==> src/rtl/rsa_pkg.sv <==
`timescale 1ns / 1ps

package rsa_pkg;

	// Configuration register indexes.
	localparam int CFG_IDX_W = 2;
	typedef logic [CFG_IDX_W-1:0] cfg_idx_t;

	localparam cfg_idx_t REG_MODULUS     = 2'd0;
	localparam cfg_idx_t REG_PUBLIC_EXP  = 2'd1;
	localparam cfg_idx_t REG_PRIVATE_EXP = 2'd2;

	// Request codes.
	localparam logic REQ_ENCRYPT = 1'b0;
	localparam logic REQ_DECRYPT = 1'b1;

	// Reset values of the key registers, before trimming to the modulus width.
	localparam logic [31:0] MODULUS_RST     = 32'd2;
	localparam logic [31:0] PUBLIC_EXP_RST  = 32'd65537;
	localparam logic [31:0] PRIVATE_EXP_RST = 32'd1;

	// Width of the character byte and of a decrypted result.
	localparam int BYTE_W = 8;

endpackage

==> src/rtl/rsa_modmul.sv <==
`timescale 1ns / 1ps

// Bit-serial interleaved modular multiplier: r = a * b mod n, with a < n.
// The multiplier b is scanned most significant bit first, one bit a cycle.
module rsa_modmul #(
	parameter int W = 31
) (
	input  logic         clk,
	input  logic         arst_n,
	input  logic         start,
	input  logic [W-1:0] a,
	input  logic [W-1:0] b,
	input  logic [W-1:0] n,
	output logic         done,
	output logic [W-1:0] r
);

	localparam int CW = $clog2(W);

	logic          busy_q;
	logic          done_q;
	logic [CW-1:0] cnt_q;
	logic [W-1:0]  acc_q;
	logic [W-1:0]  b_q;

	logic [W+1:0] sum;
	logic [W+1:0] n1;
	logic [W+1:0] n2;
	logic [W+1:0] red;

	// The accumulator stays below n, so 2*acc + a stays below 3n and at most
	// one of n or 2n has to be taken off.
	always_comb begin
		n1  = {2'b00, n};
		n2  = {1'b0, n, 1'b0};
		sum = {1'b0, acc_q, 1'b0} + (b_q[W-1] ? {2'b00, a} : '0);
		if (sum >= n2) begin
			red = sum - n2;
		end else if (sum >= n1) begin
			red = sum - n1;
		end else begin
			red = sum;
		end
	end

	always_ff @(posedge clk or negedge arst_n) begin
		if (!arst_n) begin
			busy_q <= 1'b0;
			done_q <= 1'b0;
			cnt_q  <= '0;
		end else begin
			done_q <= 1'b0;
			if (start) begin
				busy_q <= 1'b1;
				cnt_q  <= CW'(W - 1);
			end else if (busy_q) begin
				cnt_q <= cnt_q - 1'b1;
				if (cnt_q == '0) begin
					busy_q <= 1'b0;
					done_q <= 1'b1;
				end
			end
		end
	end

	always_ff @(posedge clk) begin
		if (start) begin
			acc_q <= '0;
			b_q   <= b;
		end else if (busy_q) begin
			acc_q <= red[W-1:0];
			b_q   <= {b_q[W-2:0], 1'b0};
		end
	end

	assign done = done_q;
	assign r    = acc_q;

endmodule

==> src/rtl/rsa_modexp_cipher_core.sv <==
`timescale 1ns / 1ps

// One request at a time: busy stays high until the result strobe, whose cycle
// already accepts the next start. Each exponent bit takes one pass of the two
// bit-serial multipliers. Asynchronous active-low reset returns the FSM to idle and the
// key registers to n = 2, public exponent 65537, private exponent 1; results cannot stall.
module rsa_modexp_cipher_core #(
	parameter int MOD_WIDTH = 31
) (
	input  logic                    clk,
	input  logic                    arst_n,
	input  logic                    start,
	output logic                    busy,
	input  logic                    req_type,
	input  logic [MOD_WIDTH-1:0]    operand_value,
	output logic                    result_valid,
	output logic [MOD_WIDTH-1:0]    result_value,
	input  logic                    cfg_valid,
	output logic                    cfg_ready,
	input  rsa_pkg::cfg_idx_t       cfg_index,
	input  logic [MOD_WIDTH-1:0]    cfg_data
);

	import rsa_pkg::*;

	typedef enum logic [2:0] {
		S_IDLE,
		S_LOAD,
		S_REDUCE,
		S_ROUND,
		S_WAIT,
		S_DONE
	} state_t;

	localparam logic [MOD_WIDTH-1:0] ONE = MOD_WIDTH'(1);

	state_t                 state_q;
	logic                   req_q;
	logic [MOD_WIDTH-1:0]   exp_q;
	logic [MOD_WIDTH-1:0]   base_q;
	logic [MOD_WIDTH-1:0]   acc_q;
	logic                   result_valid_q;
	logic [MOD_WIDTH-1:0]   result_value_q;

	logic [MOD_WIDTH-1:0]   modulus_q;
	logic [MOD_WIDTH-1:0]   public_exp_q;
	logic [MOD_WIDTH-1:0]   private_exp_q;

	logic                   mul_start;
	logic                   reducing;
	logic [MOD_WIDTH-1:0]   sq_a;
	logic                   acc_done;
	logic                   sq_done;
	logic [MOD_WIDTH-1:0]   acc_prod;
	logic [MOD_WIDTH-1:0]   sq_prod;

	assign cfg_ready = 1'b1;

	always_ff @(posedge clk or negedge arst_n) begin
		if (!arst_n) begin
			modulus_q     <= MOD_WIDTH'(MODULUS_RST);
			public_exp_q  <= MOD_WIDTH'(PUBLIC_EXP_RST);
			private_exp_q <= MOD_WIDTH'(PRIVATE_EXP_RST);
		end else if (cfg_valid && cfg_ready) begin
			unique case (cfg_index)
				REG_MODULUS:     modulus_q     <= cfg_data;
				REG_PUBLIC_EXP:  public_exp_q  <= cfg_data;
				REG_PRIVATE_EXP: private_exp_q <= cfg_data;
				default: ;
			endcase
		end
	end

	// The initial reduction of the operand is a multiplication by one.
	assign reducing  = (state_q == S_LOAD) || (state_q == S_REDUCE);
	assign mul_start = (state_q == S_LOAD) || ((state_q == S_ROUND) && (exp_q != '0));
	assign sq_a      = reducing ? ONE : base_q;

	rsa_modmul #(.W(MOD_WIDTH)) u_mul_acc (
		.clk    (clk),
		.arst_n (arst_n),
		.start  (mul_start && !reducing),
		.a      (acc_q),
		.b      (base_q),
		.n      (modulus_q),
		.done   (acc_done),
		.r      (acc_prod)
	);

	rsa_modmul #(.W(MOD_WIDTH)) u_mul_sq (
		.clk    (clk),
		.arst_n (arst_n),
		.start  (mul_start),
		.a      (sq_a),
		.b      (base_q),
		.n      (modulus_q),
		.done   (sq_done),
		.r      (sq_prod)
	);

	always_ff @(posedge clk or negedge arst_n) begin
		if (!arst_n) begin
			state_q        <= S_IDLE;
			result_valid_q <= 1'b0;
		end else begin
			result_valid_q <= 1'b0;
			unique case (state_q)
				S_IDLE: begin
					if (start) begin
						state_q <= (modulus_q < MOD_WIDTH'(2)) ? S_DONE : S_LOAD;
					end
				end
				S_LOAD: begin
					state_q <= S_REDUCE;
				end
				S_REDUCE: begin
					if (sq_done) begin
						state_q <= S_ROUND;
					end
				end
				S_ROUND: begin
					state_q <= (exp_q == '0) ? S_DONE : S_WAIT;
				end
				S_WAIT: begin
					if (sq_done && acc_done) begin
						state_q <= S_ROUND;
					end
				end
				S_DONE: begin
					state_q        <= S_IDLE;
					result_valid_q <= 1'b1;
				end
				default: state_q <= S_IDLE;
			endcase
		end
	end

	always_ff @(posedge clk) begin
		unique case (state_q)
			S_IDLE: begin
				if (start) begin
					req_q <= req_type;
					exp_q <= (req_type == REQ_DECRYPT) ? private_exp_q : public_exp_q;
					acc_q <= '0;
					if (req_type == REQ_DECRYPT) begin
						base_q <= operand_value;
					end else begin
						base_q <= {{(MOD_WIDTH-BYTE_W){1'b0}}, operand_value[BYTE_W-1:0]};
					end
				end
			end
			S_REDUCE: begin
				if (sq_done) begin
					base_q <= sq_prod;
					acc_q  <= ONE;
				end
			end
			S_WAIT: begin
				// Both multipliers run in lock step, so their done flags rise together.
				if (sq_done && acc_done) begin
					if (exp_q[0]) begin
						acc_q <= acc_prod;
					end
					base_q <= sq_prod;
					exp_q  <= exp_q >> 1;
				end
			end
			S_DONE: begin
				if (req_q == REQ_DECRYPT) begin
					result_value_q <= {{(MOD_WIDTH-BYTE_W){1'b0}}, acc_q[BYTE_W-1:0]};
				end else begin
					result_value_q <= acc_q;
				end
			end
			default: ;
		endcase
	end

	assign busy         = (state_q != S_IDLE);
	assign result_valid = result_valid_q;
	assign result_value = result_value_q;

endmodule

==> config.mk <==
export PLATFORM = sky130hd
export DESIGN_NAME = rsa_modexp_cipher_core
export DESIGN_NICKNAME = d
export VERILOG_FILES = /design/src/rtl/rsa_pkg.sv /design/src/rtl/rsa_modmul.sv /design/src/rtl/rsa_modexp_cipher_core.sv
export SDC_FILE = /design/constraint.sdc
export NUM_CORES = 1
export LEC_CHECK = 0
export BUFFER_PORTS_ARGS = -buffer_cell sky130_fd_sc_hd__buf_2
export CAP_MARGIN = 0
export CORE_AREA = 5 5 243 245
export CTS_CLUSTER_SIZE = 14
export DETAILED_ROUTE_END_ITERATION = 16
export DIE_AREA = 0 0 248 250
export PLACE_DENSITY = 0.7
export SLEW_MARGIN = 40
export SYNTH_ARGS = -nofsm -noshare
export SYNTH_HDL_FRONTEND = slang
export SYNTH_SLANG_ARGS = --single-unit
export TNS_END_PERCENT = 20
==> constraint.sdc <==
create_clock -name clk -period 5.8 [get_ports clk]
set_clock_uncertainty 0.1 [all_clocks]
set_input_delay 0.29 -clock clk [delete_from_list [all_inputs] [get_ports clk]]
set_output_delay 0.29 -clock clk [all_outputs]
set_load 0.02 [all_outputs]
Word-level counts from Yosys, hierarchy flattened
Cells that the tools add are included.
- multipliers: 0
- reduce and logical (&&, ||, !) cells: 25
- div/mod/pow operators: 0
- bitwise gates (word level): 0
- order comparisons: 5
- add/sub/neg operators: 8
- shift-type cells: 0
- muxes and demuxes: 48
- equal/unequal tests: 11
- operator list (kind ; count):
    $mux W31 ; 22
    $pmux W31 S3 ; 2
    $sub A31 B31 Y31 ; 4
    $add A32 B31 Y33 ; 2
    $ge A33 B31 Y1 ; 2
    $ge A33 B32 Y1 ; 2
    $pmux W31 S2 ; 1
    $logic_not A31 Y1 ; 1
    $lt A31 B2 Y1 const B ; 1
    $reduce_bool A31 Y1 ; 1
    $mux W5 ; 4
    $pmux W3 S5 ; 1
    $mux W1 ; 14
    $mux W3 ; 4
    $logic_not A5 Y1 ; 2
    $sub A5 B1 Y5 const B ; 2
    $reduce_and A2 Y1 ; 4
    $eq A3 B2 Y1 const B ; 2
    $eq A3 B3 Y1 const B ; 2
    $ne A2 B2 Y1 const B ; 3
    $reduce_and A3 Y1 ; 2
    $reduce_bool A2 Y1 ; 3
    $reduce_bool A3 Y1 ; 2
    $reduce_and A5 Y1 ; 1
    other kinds (10) ; 13
- bits in writable memories: 0
- memories: 0
- bits in read-only memories: 0
- latch bits: 0
- bits of input ports: 69
- register bits: 360

Longest topological paths before layout
- depth in word-level cells: 8
- gate-level depth with buffers: 29
- mapped depth without buffers: 26

Cells and area by module
From an unflattened synthesis, not the netlist that was laid out.
- cell total of the unflattened synthesis: 2659
- area total of the unflattened synthesis: 25807.3 um^2
- by module, submodules not included (module ; instances ; area each (um^2) ; cells an instance):
    rsa_modexp_cipher_core ; 1 ; 9328.9 ; 675
    rsa_modmul (u_mul_acc) ; 1 ; 8334.2 ; 1015
    rsa_modmul (u_mul_sq) ; 1 ; 8144.1 ; 969

Least setup slack after synthesis
Ideal clock, no wire load.
- path type: register to register
- from: register state_q[1]
- to: register u_mul_sq.acc_q[0] (netlist: u_mul_sq.r[0])
- arrival: 5564 ps
- stages on the path, launching flop included: 26
- setup slack: 50 ps
- clock period less this slack: 5750 ps
- path buffers: 3
- library setup time: 86 ps
- path through: dfrtp_1 > clkbuf_1 > xnor2_1 > nor2_1 > nor2b_1 > clkbuf_1 > and2_1 > ha_1 > o21ai_0 > nor2_1 > o211ai_1 > and2_1 > o311ai_0 > a41oi_1 > xnor2_1 > ha_1 > clkbuf_1 > a21o_1 > a21o_1 > a21oi_1 > o21ai_0 > a31o_2 > a211o_1 > nor2_1 > mux2_1 > a211oi_1
- longest elaborated chain between the ends: 8
- ends and longest elaborated chain (what ; line ; RTL):
    from (decl) ; rsa_modexp_cipher_core.sv:37 ; state_t state_q;
    from (signal assigned) ; rsa_modexp_cipher_core.sv:110 ; state_q <= (modulus_q < MOD_WIDTH'(2)) ? S_DONE : S_LOAD;
    from (signal assigned) ; rsa_modexp_cipher_core.sv:122 ; state_q <= (exp_q == '0) ? S_DONE : S_WAIT;
    $eq A3 B1 Y1 / $eq A3 B2 Y1 (equally long branches) ; rsa_modexp_cipher_core.sv:75, rsa_modexp_cipher_core.sv:76 ;
    $logic_or A1 B1 Y1 ; rsa_modexp_cipher_core.sv:75 ; assign reducing = (state_q == S_LOAD) || (state_q == S_REDUCE);
    $mux W31 ; rsa_modexp_cipher_core.sv:77 ; assign sq_a = reducing ? ONE : base_q;
    $mux W31 ; rsa_modmul.sv:36 ; sum = {1'b0, acc_q, 1'b0} + (b_q[W-1] ? {2'b00, a} : '0);
    $add A32 B31 Y33 ; rsa_modmul.sv:36 ;
    $sub A31 B31 Y31 / $ge A33 B31 Y1 (equally long branches) ; rsa_modmul.sv:40, rsa_modmul.sv:39 ;
    $mux W31 ; rsa_modmul.sv:39 ; end else if (sum >= n1) begin
    $mux W31 ; rsa_modmul.sv:37 ; if (sum >= n2) begin
    to (signal assigned) ; rsa_modmul.sv:71 ; acc_q <= red[W-1:0];
    to (decl) ; rsa_modmul.sv:23 ; logic [W-1:0] acc_q;
Parallel ways exist; a longest one is shown, timed or not.
A chain may end at the register's enable or synchronous reset.

Final worst setup path
- from: register state_q[0]
- to: register u_mul_sq.acc_q[30] (netlist: u_mul_sq.r[30])
Same word-level chain as after synthesis.

==> results.cfg <==
[logic_synthesis]
synth_top_area_cell = edfxtp_1
synth_edf_count = 187
synth-seq-cells = 360
synth-main-ff-cell = edfxtp_1
avgSynthCellArea_sq_um = 9.38
ys.warnings.count = 0
yosysSeqAreaShare = 0.381
synth.distinct_cells = 95
synth_commonest_cells = nand2_1 (336), o21ai_0 (202), ha_1 (188)
async_reset_ff_frac = 0.308
netlist_instances = 2694
synth.most_common_cell = nand2_1
synth_area_sq_um = 25300
synth_top_area_share = 0.222
yosys-top-cells-area = edfxtp_1 (22%), dfrtp_1 (11%), ha_1 (9.3%), nand2_1 (5.0%), dfxtp_1 (4.9%)
syn_nets = 2957

[sta]
relSlewSlack = 0.527
hold_violations = 0
fin_crit_ps = 5670
slew_violations = 0
rsz0062_at_grt = yes
min_period_over_period = 0.977
max_clock_freq_ghz = 0.176
setup_tns_ps = 0
worst_pin_slew_ps = 708
finalSetupViolCount = 0

[drt]
wire_per_inst_um = 21.0
drc = 0
drtAntennaViolNets = 0
drt-total-wl_mm = 81.7
vias_per_cell = 5.81
route.vias.total = 22600
drtPass1Iterations = 8
drt_iter0_markers = 1692

[clock_network]
clockBufferDepth = 3
root_buffer = clkbuf_16
clk_pin_slew_ps = 70
clock-sinks = 360
clk_latency_ps = 590
cts_tree = yes
cts_buffers = 42
htreeDepth = 2

[die]
start_util = 0.444
io_pins = 103
dieArea_sq_um = 62000
core_sq_um = 56900
die_width_um = 248
die_h_um = 250
num_rows = 88

[worst_setup_path]
critPathCaptureType = register
path_cells = xnor2_2, nor2_4, nor2b_4, buf_6, and2_1, ha_2, fa_2, a211oi_4, o21ai_2, a21oi_2, buf_4, buf_4, xnor2_1, ha_1, and4_1, nand3_1, a221oi_1, o2111a_1, o31ai_1, buf_4, o21a_2, o31ai_1, nor4_1, a211o_1
reg2reg_slack_ps = 130
r2r-end = u_mul_sq.r[30]$_SDFFE_PN0P_
rr_startpoint = state_q[0]$_DFFE_PN0P_
crit_type = register to register
critPathMaxStageDelay_ps = 480
critPathArrivalTime_ps = 6040
crit_fanout = 6
critPathRequiredTime_ps = 6180
crit_top_cell = buf_4
crit_path_top_delay_cell = xnor2_1
reg2reg_depth = 24
cp-start-kind = register

[min_path]
holdPathEnd = base_q[14]$_DFFE_PP_
min_delay_path_depth = 3
min_from = operand_value[14]
hold_class = primary input to register

[cells_and_area]
area_delta_synth_final_pct = 23.9
stdcell_count = 3895
final_nets = 3358
finalInstanceArea_sq_um = 31300
drive_gt1_frac = 0.224

[global_route]
grt_pass1_wl_mm = 126
grt_max_degree = 62
grt_util_all_layers = 0.256
grt_pass1_vias = 22700
antenna_found_initial = 0
grt_overflow = 0

[placement]
dpl_cell_area_sq_um = 28700
dp_cells = 3744
hpwl_mm = 62.0
portBuffers = 101
gp_congestion = 0.988

[flow_run]
max_cap_viol_count = 0

[status]
status = finished, final reports clean
==> registers in the layout, summed over array words and instances (netlist names) <==
name,flops
acc_q,31
base_q,31
exp_q,31
modulus_q,31
private_exp_q,31
public_exp_q,31
result_value,31
u_mul_acc.b_q,31
u_mul_acc.r,31
u_mul_sq.b_q,31
u_mul_sq.r,31
u_mul_acc.cnt_q,5
u_mul_sq.cnt_q,5
state_q,3
req_q,1
result_valid,1
u_mul_acc.busy_q,1
u_mul_acc.done,1
u_mul_sq.busy_q,1
u_mul_sq.done,1
==> final cells by class <==
class,instances,area (sq um)
clock inverter,26,259
clock buffer,52,1170
fill,5071,25600
timing repair buffer,473,3660
multi-input combinational,2126,15300
sequential,360,9640
tap,765,957
antenna,1,2.50
inverter,92,345
==> metal layers <==
metal | vias to the layer above | GRT usage | part of all wire
li1 | 10700 | - | -
met1 | 11100 | 0.323 | 0.41
met2 | 712 | 0.454 | 0.50
met3 | 162 | 0.0291 | 0.052
met4 | 0 | 0.0818 | 0.036
met5 | - | 0 | 0
==> how the worst max path moves through the flow <==
stage	from	to	slack (ps)	cells after the start
after floorplan	state_q[1]$_DFFE_PN0P_	u_mul_sq.r[0]$_SDFFE_PN0P_	50	25
after global placement	state_q[1]$_DFFE_PN0P_	u_mul_sq.r[1]$_SDFFE_PN0P_	80	27
after detailed placement	state_q[0]$_DFFE_PN0P_	u_mul_sq.r[24]$_SDFFE_PN0P_	-90	27
after CTS	state_q[0]$_DFFE_PN0P_	u_mul_sq.r[24]$_SDFFE_PN0P_	0.6	27
after global routing	state_q[0]$_DFFE_PN0P_	u_mul_sq.r[1]$_SDFFE_PN0P_	-60	24
final	state_q[0]$_DFFE_PN0P_	u_mul_sq.r[30]$_SDFFE_PN0P_	130	24
==> per-stage QoR <==
step                hold slack (ps)   util  setup WS [ps]
floorplan                      -106      -           50.1
global placement                297  0.504           83.2
detailed placement              325  0.504          -88.0
CTS                            2.91  0.541          0.569
global route                   25.6  0.550          -60.3
finish                         17.0  0.550            133
==> repair_timing <==
action | in CTS | in global routing
gates cloned | 1 | 2
endpoints found under the setup margin | 24 | 62
resized for setup | 8 | 90
hold buffers | 61 | 0
pin swaps | 1 | 22
hold endpoints to repair | 181 | 0
setup buffers | 0 | 9
==> cells by family (layout without fill, tap and decap cells) <==
kind of cell             Yosys count  count (layout)  share of synthesized area
XOR/XNOR                         159             159                     0.0551
other                              1               2                   0.000148
AND/OR/NAND/NOR                  823             823                      0.161
AO/OA/AOI/OAI                    779             779                      0.198
adder cells (fa/ha/maj)          194             194                     0.0978
buffers and inverters            208             643                     0.0336
flip-flops                       360             360                      0.381
multiplexers                     170             170                     0.0731
==> worst max-delay path, delay by kind of cell (launching register included) <==
family                     cells  cell delay [ps]
AOI/OAI and AO/OA              9             2140
and+or+nand+nor                6              900
xor gates and xnor gates       2              710
adders and majority gates      3              700
buffers and inverters          4              580
DFF                            1              400
==> placed cells by master, fill, tap and decap left out, types with 11 or more instances in the layout <==
cell type	n
and3_1	28
o21ai_1	28
inv_1	90
a21o_1	87
nand4_1	25
a21oi_1	175
buf_2	100
buf_12	11
nand3_1	45
o21ai_0	194
o211ai_1	18
nand2b_1	27
a31oi_1	22
a211oi_1	24
dfrtp_1	107
a21oi_2	12
nor2b_1	39
mux2i_1	58
mux2_2	107
and2_1	107
nor4_1	21
xnor2_1	92
dfxtp_1	62
o31ai_1	15
buf_4	290
nand2_1	334
ha_1	183
o21bai_1	17
dlygate4sd3_1	61
and4_1	11
clkbuf_16	47
o21a_1	34
xor2_1	56
a22oi_1	20
edfxtp_1	187
nor3_1	36
nor2_1	89
Power is left out: the tool's default activity adds up to more than one toggle a clock period on the data nets, which glitch-free logic cannot reach.
